<file path="src/edist_pkg.sv">
package edist_pkg;

  // String buffer size and derived widths
  localparam int MAX_LEN   = 64;
  localparam int ROW_DEPTH = MAX_LEN + 1;
  localparam int LEN_W     = $clog2(MAX_LEN + 1);  // 0..MAX_LEN
  localparam int CIDX_W    = $clog2(MAX_LEN);      // index into character buffer
  localparam int COST_W    = LEN_W;                // row entries never exceed MAX_LEN
  localparam int CHAR_W    = 8;
  localparam int DIST_W    = 7;

  // Input tuser bits
  localparam int USER_CMD = 0;
  localparam int USER_HAS = 1;

  // cmd codes
  localparam logic CMD_FIRST  = 1'b0;
  localparam logic CMD_SECOND = 1'b1;

  typedef enum logic [2:0] {
    ST_IDLE,   // waiting for an item
    ST_INIT,   // writing row 0..m
    ST_ROW,    // rewriting the row for one character
    ST_RD,     // reading row[m]
    ST_EMIT    // loading the result register
  } state_t;

endpackage

</file>
<file path="src/edist_ram.sv">
module edist_ram #(
  parameter int WIDTH = 8,
  parameter int DEPTH = 64
) (
  input  logic                     clk,
  input  logic                     wr_en,
  input  logic [$clog2(DEPTH)-1:0] wr_addr,
  input  logic [WIDTH-1:0]         wr_data,
  input  logic                     rd_en,
  input  logic [$clog2(DEPTH)-1:0] rd_addr,
  output logic [WIDTH-1:0]         rd_data
);

  logic [WIDTH-1:0] mem [DEPTH];

  // One write port, one registered read port
  always_ff @(posedge clk) begin
    if (wr_en) begin
      mem[wr_addr] <= wr_data;
    end
    if (rd_en) begin
      rd_data <= mem[rd_addr];
    end
  end

endmodule

</file>
<file path="src/edit_distance_engine_top.sv">
// Levenshtein distance engine, first string of m characters buffered in a RAM.
// First-string items are stored while the engine stays idle. A second-string item, once accepted,
// seeds the row in ST_INIT (first item of a string only), then makes one ST_ROW pass per character
// (one row entry per cycle through the cost RAM's ports); input stays low meanwhile. On the last
// item the result passes ST_RD and ST_EMIT into out_tvalid; input reopens then, unless an earlier
// result still waits in the output register. rst_n (synchronous, active low) clears control state.
module edit_distance_engine_top
  import edist_pkg::*;
(
  input  logic       clk,
  input  logic       rst_n,
  input  logic       in_tvalid,
  output logic       in_tready,
  input  logic [7:0] in_tdata,   // [7:0] ch
  input  logic [1:0] in_tuser,   // [0] cmd, [1] has_char
  input  logic       in_tlast,   // last
  output logic       out_tvalid,
  input  logic       out_tready,
  output logic [7:0] out_tdata,  // [6:0] distance, [7] zero
  output logic       out_tuser   // [0] overflow
);

  state_t state_r, state_nxt;

  logic [LEN_W-1:0]  first_len_r, first_len_nxt;
  logic [LEN_W-1:0]  second_cnt_r, second_cnt_nxt;
  logic              first_open_r, first_open_nxt;
  logic              in_second_r, in_second_nxt;
  logic              too_long_r, too_long_nxt;
  logic              second_over_r, second_over_nxt;

  // Current second-string item
  logic [CHAR_W-1:0] ch_r, ch_nxt;
  logic              last_r, last_nxt;
  logic              do_char_r, do_char_nxt;

  // Row pass pipeline
  logic [LEN_W-1:0]  idx_r, idx_nxt;        // init write index / read issue index
  logic              rd_active_r, rd_active_nxt;
  logic              wb_vld_r, wb_vld_nxt;
  logic [LEN_W-1:0]  wb_idx_r, wb_idx_nxt;
  logic [COST_W-1:0] diag_r, diag_nxt;
  logic [COST_W-1:0] prev_r, prev_nxt;

  // Result register
  logic              out_vld_r, out_vld_nxt;
  logic [DIST_W-1:0] dist_r, dist_nxt;
  logic              ovf_r, ovf_nxt;

  // RAM ports
  logic              fc_wr_en;
  logic [CIDX_W-1:0] fc_wr_addr;
  logic              fc_rd_en;
  logic [CIDX_W-1:0] fc_rd_addr;
  logic [CHAR_W-1:0] fc_rd_data;

  logic              row_wr_en;
  logic [LEN_W-1:0]  row_wr_addr;
  logic [COST_W-1:0] row_wr_data;
  logic              row_rd_en;
  logic [LEN_W-1:0]  row_rd_addr;
  logic [COST_W-1:0] row_rd_data;

  // Input decode
  logic              in_fire;
  logic              in_cmd;
  logic              in_has;
  logic [LEN_W-1:0]  cnt_eff;
  logic              init_needed;
  logic              char_ok;

  // Cell update
  logic [COST_W-1:0] min_lp;
  logic [COST_W-1:0] min_all;
  logic [COST_W-1:0] cell_val;

  edist_ram #(.WIDTH(CHAR_W), .DEPTH(MAX_LEN)) u_first_chars (
    .clk     (clk),
    .wr_en   (fc_wr_en),
    .wr_addr (fc_wr_addr),
    .wr_data (in_tdata),
    .rd_en   (fc_rd_en),
    .rd_addr (fc_rd_addr),
    .rd_data (fc_rd_data)
  );

  edist_ram #(.WIDTH(COST_W), .DEPTH(ROW_DEPTH)) u_row_costs (
    .clk     (clk),
    .wr_en   (row_wr_en),
    .wr_addr (row_wr_addr),
    .wr_data (row_wr_data),
    .rd_en   (row_rd_en),
    .rd_addr (row_rd_addr),
    .rd_data (row_rd_data)
  );

  assign in_tready  = (state_r == ST_IDLE);
  assign in_fire    = in_tvalid && in_tready;
  assign in_cmd     = in_tuser[USER_CMD];
  assign in_has     = in_tuser[USER_HAS];

  assign out_tvalid = out_vld_r;
  assign out_tdata  = {{(8 - DIST_W){1'b0}}, dist_r};
  assign out_tuser  = ovf_r;

  // Second-string bookkeeping for the item at the input
  assign init_needed = !in_second_r;
  assign cnt_eff     = init_needed ? '0 : second_cnt_r;
  assign char_ok     = (cnt_eff < LEN_W'(MAX_LEN));

  // One row cell: match takes diag, else 1 + min of left, up, diag
  assign min_lp    = (row_rd_data < prev_r) ? row_rd_data : prev_r;
  assign min_all   = (diag_r < min_lp) ? diag_r : min_lp;
  assign cell_val  = (fc_rd_data == ch_r) ? diag_r : COST_W'(min_all + COST_W'(1));

  // Character buffer read tracks the row read, one entry behind
  assign fc_rd_addr = CIDX_W'(idx_r - LEN_W'(1));

  always_ff @(posedge clk) begin
    if (!rst_n) begin
      state_r       <= ST_IDLE;
      first_len_r   <= '0;
      second_cnt_r  <= '0;
      first_open_r  <= 1'b0;
      in_second_r   <= 1'b0;
      too_long_r    <= 1'b0;
      second_over_r <= 1'b0;
      rd_active_r   <= 1'b0;
      wb_vld_r      <= 1'b0;
      out_vld_r     <= 1'b0;
    end else begin
      state_r       <= state_nxt;
      first_len_r   <= first_len_nxt;
      second_cnt_r  <= second_cnt_nxt;
      first_open_r  <= first_open_nxt;
      in_second_r   <= in_second_nxt;
      too_long_r    <= too_long_nxt;
      second_over_r <= second_over_nxt;
      rd_active_r   <= rd_active_nxt;
      wb_vld_r      <= wb_vld_nxt;
      out_vld_r     <= out_vld_nxt;
    end
  end

  // Payload registers
  always_ff @(posedge clk) begin
    ch_r      <= ch_nxt;
    last_r    <= last_nxt;
    do_char_r <= do_char_nxt;
    idx_r     <= idx_nxt;
    wb_idx_r  <= wb_idx_nxt;
    diag_r    <= diag_nxt;
    prev_r    <= prev_nxt;
    dist_r    <= dist_nxt;
    ovf_r     <= ovf_nxt;
  end

  always_comb begin
    state_nxt       = state_r;
    first_len_nxt   = first_len_r;
    second_cnt_nxt  = second_cnt_r;
    first_open_nxt  = first_open_r;
    in_second_nxt   = in_second_r;
    too_long_nxt    = too_long_r;
    second_over_nxt = second_over_r;
    ch_nxt          = ch_r;
    last_nxt        = last_r;
    do_char_nxt     = do_char_r;
    idx_nxt         = idx_r;
    rd_active_nxt   = rd_active_r;
    wb_vld_nxt      = 1'b0;
    wb_idx_nxt      = idx_r;
    diag_nxt        = diag_r;
    prev_nxt        = prev_r;
    out_vld_nxt     = out_vld_r;
    dist_nxt        = dist_r;
    ovf_nxt         = ovf_r;

    fc_wr_en    = 1'b0;
    fc_wr_addr  = CIDX_W'(first_len_r);
    fc_rd_en    = 1'b0;
    row_wr_en   = 1'b0;
    row_wr_addr = idx_r;
    row_wr_data = COST_W'(idx_r);
    row_rd_en   = 1'b0;
    row_rd_addr = idx_r;

    // Result taken downstream
    if (out_vld_r && out_tready) begin
      out_vld_nxt = 1'b0;
    end

    case (state_r)
      ST_IDLE: begin
        if (in_fire) begin
          if (in_cmd == CMD_FIRST) begin
            // First-string item: store the character in place
            if (!first_open_r) begin
              first_len_nxt  = '0;
              too_long_nxt   = 1'b0;
              in_second_nxt  = 1'b0;
            end
            fc_wr_addr = first_open_r ? CIDX_W'(first_len_r) : '0;
            if (in_has) begin
              if (!first_open_r || first_len_r < LEN_W'(MAX_LEN)) begin
                fc_wr_en      = 1'b1;
                first_len_nxt = (first_open_r ? first_len_r : '0) + LEN_W'(1);
              end else begin
                too_long_nxt = 1'b1;
              end
            end
            first_open_nxt = !in_tlast;
          end else begin
            // Second-string item
            first_open_nxt = 1'b0;
            in_second_nxt  = !in_tlast;
            ch_nxt         = in_tdata;
            last_nxt       = in_tlast;
            do_char_nxt    = in_has && char_ok;
            if (init_needed) begin
              second_cnt_nxt  = '0;
              second_over_nxt = in_has && !char_ok;
            end else if (in_has && !char_ok) begin
              second_over_nxt = 1'b1;
            end
            idx_nxt       = '0;
            rd_active_nxt = 1'b1;
            if (init_needed) begin
              state_nxt = ST_INIT;
            end else if (in_has && char_ok) begin
              state_nxt = ST_ROW;
            end else if (in_tlast) begin
              state_nxt = ST_RD;
            end
          end
        end
      end

      ST_INIT: begin
        // row[i] = i for i in 0..m
        row_wr_en   = 1'b1;
        row_wr_addr = idx_r;
        row_wr_data = COST_W'(idx_r);
        idx_nxt     = idx_r + LEN_W'(1);
        if (idx_r == first_len_r) begin
          idx_nxt       = '0;
          rd_active_nxt = 1'b1;
          if (do_char_r) begin
            state_nxt = ST_ROW;
          end else if (last_r) begin
            state_nxt = ST_RD;
          end else begin
            state_nxt = ST_IDLE;
          end
        end
      end

      ST_ROW: begin
        // Issue reads of row[idx] and first_chars[idx-1]
        if (rd_active_r) begin
          row_rd_en   = 1'b1;
          row_rd_addr = idx_r;
          fc_rd_en    = 1'b1;
          wb_vld_nxt  = 1'b1;
          wb_idx_nxt  = idx_r;
          idx_nxt     = idx_r + LEN_W'(1);
          if (idx_r == first_len_r) begin
            rd_active_nxt = 1'b0;
          end
        end
        // Write back one cell per cycle; write index always trails read index
        if (wb_vld_r) begin
          row_wr_en   = 1'b1;
          row_wr_addr = wb_idx_r;
          diag_nxt    = row_rd_data;
          if (wb_idx_r == '0) begin
            row_wr_data = COST_W'(second_cnt_r + LEN_W'(1));
            prev_nxt    = COST_W'(second_cnt_r + LEN_W'(1));
          end else begin
            row_wr_data = cell_val;
            prev_nxt    = cell_val;
          end
          if (wb_idx_r == first_len_r) begin
            second_cnt_nxt = second_cnt_r + LEN_W'(1);
            if (last_r) begin
              state_nxt = ST_RD;
            end else begin
              state_nxt = ST_IDLE;
            end
          end
        end
      end

      ST_RD: begin
        // Fetch row[m] for the result
        row_rd_en   = 1'b1;
        row_rd_addr = first_len_r;
        state_nxt   = ST_EMIT;
      end

      ST_EMIT: begin
        if (!out_vld_r || out_tready) begin
          out_vld_nxt = 1'b1;
          ovf_nxt     = too_long_r || second_over_r;
          dist_nxt    = (too_long_r || second_over_r) ? '0 : DIST_W'(row_rd_data);
          state_nxt   = ST_IDLE;
        end
      end

      default: begin
        state_nxt = ST_IDLE;
      end
    endcase
  end

endmodule

</file>
<file path="config.mk">
export PLATFORM = sky130hd
export DESIGN_NAME = edit_distance_engine_top
export DESIGN_NICKNAME = d
export VERILOG_FILES = /design/src/edist_pkg.sv /design/src/edist_ram.sv /design/src/edit_distance_engine_top.sv
export SDC_FILE = /design/constraint.sdc
export NUM_CORES = 1
export LEC_CHECK = 0
export BUFFER_PORTS_ARGS = -buffer_cell sky130_fd_sc_hd__buf_2
export CAP_MARGIN = 20
export CORE_MARGIN = 8
export CORE_UTILIZATION = 46
export DETAILED_ROUTE_END_ITERATION = 8
export GPL_ROUTABILITY_DRIVEN = 0
export GPL_TIMING_DRIVEN = 1
export SYNTH_ARGS = -nofsm -noshare
export SYNTH_HDL_FRONTEND = slang
export SYNTH_SLANG_ARGS = --single-unit
</file>
<file path="constraint.sdc">
create_clock -name clk -period 14.11 [get_ports clk]
set_input_delay 2.1165 -clock clk [delete_from_list [all_inputs] [get_ports clk]]
set_output_delay 2.1165 -clock clk [all_outputs]
set_load 0.05 [all_outputs]
</file>
# ---- Yosys cells after proc, flatten, opt, wreduce, memory -nomap -nowiden
# Memory sizes are Yosys's and may differ from the RTL's. A register that Yosys moved wholly into a read port is not among the register bits.
# Cells that the tools add are included.
dict set report word_totals {
  ramBits 967
  mem_count 2
  output_inout_bits 11
  inputBits 15
  reg_bits 70
}
dict set report op_classes {
  reduce_logical 26
  addsub 5
  n_eq_ne 17
  n_bitwise 1
  n_lt_le_gt_ge 4
  n_mux 70
}
# memory words word_bits read_ports rd_clocked_by_memory_dff write_ports line_no
set memory_table {}
lappend memory_table {u_first_chars.mem 64 8 1 1 1 edist_ram.sv:14} ;# logic [WIDTH-1:0] mem [DEPTH];
lappend memory_table {u_row_costs.mem 65 7 1 1 1 edist_ram.sv:14}
# cell count
set op_table {}
lappend op_table {{$mux W7} 21}
lappend op_table {{$add A7 B1 Y7 const B} 4}
lappend op_table {{$mux W1} 28}
lappend op_table {{$mux W3} 9}
lappend op_table {{$mux W6} 4}
lappend op_table {{$pmux W7 S3} 1}
lappend op_table {{$pmux W3 S5} 1}
lappend op_table {{$eq A7 B7 Y1} 2}
lappend op_table {{$lt A7 B7 Y1} 2}
lappend op_table {{$lt A7 B7 Y1 const B} 2}
lappend op_table {{$pmux W7 S2} 1}
lappend op_table {{$ne A2 B2 Y1 const B} 6}
lappend op_table {{$reduce_and A4 Y1} 3}
lappend op_table {{$reduce_and A3 Y1} 3}
lappend op_table {{$eq A8 B8 Y1} 1}
lappend op_table {{$logic_not A7 Y1} 1}
lappend op_table {{$reduce_and A7 Y1} 1}
lappend op_table {{$eq A3 B2 Y1 const B} 2}
lappend op_table {{$ne A2 B1 Y1 const B} 3}
lappend op_table {{$reduce_and A2 Y1} 3}
lappend op_table {{$sub A6 B1 Y6 const B} 1}
lappend op_table {{$reduce_and A5 Y1} 1}
lappend op_table {{$logic_and A1 B1 Y1} 4}
lappend op_table {{$logic_not A1 Y1} 4}
lappend op_table {{11 further kinds} 15}

# ---- Longest topological paths before layout
dict set report logic_depth {
  depth_word 9
  ltp_mapped 27
  depth_no_buf 25
}

# ---- By module
# A second synthesis with hierarchy kept.
dict set report unflattened {
  cells_unflattened 2303
  area_unflattened_um2 42892.4
}
# mod cells_per_inst instances area_per_inst_um2
set modules_own_cells {}
lappend modules_own_cells {{edist_ram (u_first_chars)} 972 1 20270.7}
lappend modules_own_cells {{edist_ram (u_row_costs)} 818 1 18044.8}
lappend modules_own_cells {edit_distance_engine_top 513 1 4576.9}

# ---- Least setup slack after synthesis
# OpenSTA, ideal clock, no wires.
dict set report synth_path {
  path_kind {register -> register}
  from {register u_row_costs.rd_data[3], read port of u_row_costs.mem}
  to {memory u_row_costs.mem[0][6] (netlist name), data pin}
  period_less_slack_ns 7.895
  arrival_ns 7.167
  setup_slack_ns 6.215
  path_stages_with_launch 25
  required_ns 13.383
  path_buffers 2
  cell_sequence {edfxtp_1 -> ha_1 -> and3_1 -> and2_1 -> a221oi_1 -> clkbuf_1 -> clkbuf_1 -> nor2_1 -> a21oi_1 -> ha_1 -> nor2b_1 -> o21ai_0 -> nand2b_1 -> a211oi_4 -> nor2_4 -> mux2_4 -> ha_1 -> nand3_1 -> nor3_1 -> xnor2_1 -> nor2_1 -> a21oi_1 -> mux2_1 -> o22ai_1 -> o31ai_1}
}
dict set report synth_via {
  elab_chain_cells 9
}
# item line_no
set synth_rtl {}
lappend synth_rtl {{start, declared} edist_ram.sv:11} ;# output logic [WIDTH-1:0] rd_data
lappend synth_rtl {{$lt A7 B7 Y1} edit_distance_engine_top.sv:112} ;# assign min_lp = (row_rd_data < prev_r) ? row_rd_data : prev_r;
lappend synth_rtl {{$mux W7 *} edit_distance_engine_top.sv:112}
lappend synth_rtl {{$lt A7 B7 Y1} edit_distance_engine_top.sv:113} ;# assign min_all = (diag_r < min_lp) ? diag_r : min_lp;
lappend synth_rtl {{$mux W7 *} edit_distance_engine_top.sv:113}
lappend synth_rtl {{$add A7 B1 Y7 *} edit_distance_engine_top.sv:114} ;# assign cell_val = (fc_rd_data == ch_r) ? diag_r : COST_W'(min_all + COST_W'(1));
lappend synth_rtl {{$mux W7 *} edit_distance_engine_top.sv:114}
lappend synth_rtl {{$mux W7 *} edit_distance_engine_top.sv:276} ;# if (wb_idx_r == '0) begin
lappend synth_rtl {{$mux W7 *} edit_distance_engine_top.sv:272} ;# if (wb_vld_r) begin
lappend synth_rtl {{$mux W7 *} edit_distance_engine_top.sv:193} ;# case (state_r)
lappend synth_rtl {{net row_wr_data[6]} edit_distance_engine_top.sv:59} ;# logic [COST_W-1:0] row_wr_data;
lappend synth_rtl {{end, declared} edist_ram.sv:14}
# Mark *: on every way through the listed nets, which the timed path passes. The rest lies on a longest branch.

# ---- Worst setup path after layout
dict set report layout_path {
  from {register prev_r[2]}
  to {memory u_row_costs.mem[35][2] (netlist name), data pin}
}
dict set report layout_via {
  elab_chain_cells 9
}
# item line_no
set layout_rtl {}
lappend layout_rtl {{start, declared} edit_distance_engine_top.sv:43} ;# logic [COST_W-1:0] prev_r, prev_nxt;
lappend layout_rtl {{start signal, assigned} edit_distance_engine_top.sv:153} ;# prev_r <= prev_nxt;
lappend layout_rtl {{$lt A7 B7 Y1} edit_distance_engine_top.sv:112}
lappend layout_rtl {{$mux W7 *} edit_distance_engine_top.sv:112}
lappend layout_rtl {{$lt A7 B7 Y1} edit_distance_engine_top.sv:113}
lappend layout_rtl {{$mux W7 *} edit_distance_engine_top.sv:113}
lappend layout_rtl {{$add A7 B1 Y7 *} edit_distance_engine_top.sv:114}
lappend layout_rtl {{$mux W7 *} edit_distance_engine_top.sv:114}
lappend layout_rtl {{$mux W7 *} edit_distance_engine_top.sv:276}
lappend layout_rtl {{$mux W7 *} edit_distance_engine_top.sv:272}
lappend layout_rtl {{$mux W7 *} edit_distance_engine_top.sv:193}
lappend layout_rtl {{net row_wr_data[2]} edit_distance_engine_top.sv:59}
# Marks and branches as above.

==> results.yml <==
outcome:
  status: "finished, final reports clean"
place:
  dpl.hpwl_microns: 57300
  dp_slack_ns: 7.87
  io_buffers: 24
drt:
  via_per_inst: 5.99
  drc: 0
  wl_microns: 94800
  via_count: 21308
  drt-initial-drc-count: 2111
  final_antenna_net_count: 0
  wire_per_inst_microns: 26.6
  first_pass_iters: 5
pwr:
  irDropWorstVdd_mv: 0.159
  p_clk_share_pct: 29.1
  netSwitchingFraction_pct: 31.2
  power_density_nw_per_um2: 205
  power.leakage_nw: 14.9
  internal_power_mw: 6.70
  power_frac_seq_pct: 38.9
  p_sw_mw: 3.04
  power_frac_comb_pct: 32.0
global_route:
  grt_max_degree: 110
  antenna_found_initial: 2
  grt_overflow_total: 0
  grt_pass1_vias: 21621
  grt_pass1_wl_microns: 143000
  grt_util_all_layers_pct: 18.4
sta:
  fin_crit_sh_pct: 43.0
  skew_ns: 0.0190
  fmax_mhz: 165
  setup_violations: 0
  fin_ws_ns: 8.04
  slew_headroom_pct: 26.2
  post-route-min-period_ns: 6.07
  slew_viol_final: 0
  setup_tns_ns: 0
  hold_viol: 0
  worstMarginPinSlew_ns: 1.10
  rsz0062_at_grt: "no"
yosys:
  syn_inst: 2227
  synth.most_common_cell: "edfxtp_1"
  synth_top_area_share_pct: 72.2
  syn_area_per_cell_sq_um: 19.1
  synthArstFlopShare_pct: 0
  synth_flop_cell: "edfxtp_1"
  synth_seq_cells: 1052
  synthTopCellsByArea: "edfxtp_1 (72%), mux4_2 (15%), nor2_1 (1.5%)"
  syn_area_sq_um: 42400
  synth_top_area_cell: "edfxtp_1"
  synth_edf_count: 1021
  ys_types: 65
  synth_common_cells: "edfxtp_1 (1,021), mux4_2 (280), nor2_1 (171), nand2_1 (156), clkbuf_1 (66)"
  ys_seq_area_share_pct: 73.7
  yosysWarnings: 0
  synthesis.nets: 2258
die:
  die_w_microns: 320
  initial_utilization_pct: 46.4
  core_area_sq_um: 91500
  dieHeight_microns: 320
  ios: 26
  die_area_sq_um: 102000
  num_rows: 111
cts:
  cts_tree: "done"
  cts_made_buffers: 103
  cts.sinks: 1052
  post-cts-setup-buffers: 0
  clockBufferDepth: 3
  cts-root-buf: "clkbuf_16"
  hold_buffers: 0
  clkLatencyLatePin_ns: 0.67
  cts.repair.resized: 0
  clk_pin_slew_ns: 0.06
  h-tree-depth: 3
setup_path:
  crit_required_ns: 14.50
  worstSetupPathType: "reg -> reg"
  cp_common_cell: "a21oi_1"
  cp-end-kind: "flop"
  slowest_delay_ns: 0.48
  critPathLaunchType: "flop"
  crit_path_max_fanout: 35
  slowest_stage: "edfxtp_1"
  crit_arrival_ns: 6.46
  cp_cell_sequence: "inv_1 > ha_1 > a21oi_1 > o21ai_1 > a221oi_1 > buf_4 > nor2_1 > a21oi_1 > ha_1 > a21oi_1 > nor2b_1 > o21ai_0 > nand2b_1 > a211oi_4 > nor2_4 > mux2_4 > ha_1 > or3_1 > or3_1 > nand4b_1 > a21oi_1 > a21bo_2 > buf_16"
min_path:
  min_path_type: "reg -> reg"
cells_and_area:
  final_nets: 2313
  drive_gt1_share_pct: 22.5
  syn_to_final_growth_pct: 12.0
flow_run:
  maxCapViolations: 0
-- cell families after synthesis --
kind of cell | synth area share, %
DFF | 73.7
and+or+nand+nor | 5.58
muxes | 15.6
AOI/OAI and AO/OA | 2.43
buffers and inverters | 1.28
xor gates and xnor gates | 0.908
adders and majority gates | 0.472
other | 0.00883
-- through the flow --
stage / utilization [%] / power, mW / hold WS, ns / cells / instance area (sq um)
2_1_floorplan: - / 5.96 / 0.343 / 2227 / 42400
3_3_place_gp: 48.0 / 6.96 / 0.474 / 3358 / 43900
3_5_place_dp: 48.0 / 6.99 / 0.486 / 3361 / 44000
4_1_cts: 51.9 / 9.81 / 0.502 / 3557 / 47500
5_1_grt: 51.9 / 10.1 / 0.545 / 3559 / 47500
6_report: 51.9 / 9.74 / 0.503 / 3560 / 47500
-- final cells by class --
type                    instances  area [sq um]
well taps                    1186          1480
diodes                          1          2.50
inverters                      20          75.1
fillers                      7103         44000
flip-flops and latches       1052         31300
clock inverters                72           807
repair buffers                 62           455
multi-input cells            1043         10700
clock buffers                 124          2720
-- registers in the layout (all words and copies together), names as in the netlist, 3 cells and up --
signal and count:
second_cnt_r 7, state_r 3, u_row_costs.mem 455, first_len_r 7, wb_idx_r 7, idx_r 7, u_first_chars.mem 512, u_row_costs.rd_data 7
u_first_chars.rd_data 8, dist_r 7, diag_r 7, prev_r 7, ch_r 8
-- final timing paths --
path,start,to,slack [ns],depth (start not counted)
max reg2reg,prev_r[2],u_row_costs.mem[35][2],8.04,23
min,second_over_r,second_over_r,0.50,2
min reg2reg,second_over_r,second_over_r,0.50,2
max,prev_r[2],u_row_costs.mem[35][2],8.04,23
-- routing by layer --
layer  vias up  share of wire (%)  global-route usage (%)
li1       9144                  -                       -
met1     11175                 45                    27.8
met2       833                 45                    27.3
met3       154                7.6                    3.96
met4         2                2.2                    4.98
met5         -              0.014                       0
-- worst max-delay path, delay by kind of cell, from the launching register on --
family                     cells  cell delay, ns
buffers and inverters          3            0.66
DFF                            1            0.48
adders and majority gates      3            0.93
AOI/OAI and AO/OA              9            2.14
muxes                          1            0.33
and+or+nand+nor                7            1.22
-- cell usage in the layout (no fill, tap or decap), types with 8 or more instances in the layout --
cell	synthesis	layout
nand3_1	53	53
mux4_2	280	280
a31oi_1	16	16
dfxtp_1	31	31
a21oi_1	41	41
xnor2_1	23	21
o31ai_1	10	9
o21ai_0	20	19
inv_1	19	19
and3_1	21	21
buf_2	23	27
nor2b_1	20	20
bufinv_16	0	14
nor2_1	171	171
mux2_2	8	8
nand3b_1	9	9
nor3_1	21	21
clkinv_1	1	18
xor2_1	21	21
clkinv_2	0	18
clkinvlp_4	0	8
buf_4	3	31
o22ai_1	8	8
and2_1	20	20
clkbuf_1	66	18
or3_1	10	10
ha_1	16	15
clkbuf_16	0	106
mux2i_1	21	19
a32oi_1	9	9
edfxtp_1	1021	1021
nand2_1	156	156
-- power by group through the flow --
stage	clock network (mW)	logic [mW]	registers, mW
floorplan	0	2.14	3.82
global placement	0	3.10	3.85
detailed placement	0	3.13	3.86
CTS	2.88	3.13	3.79
global route	3.00	3.31	3.80
finish	2.83	3.11	3.79
Power figures use the tool's default switching activity.
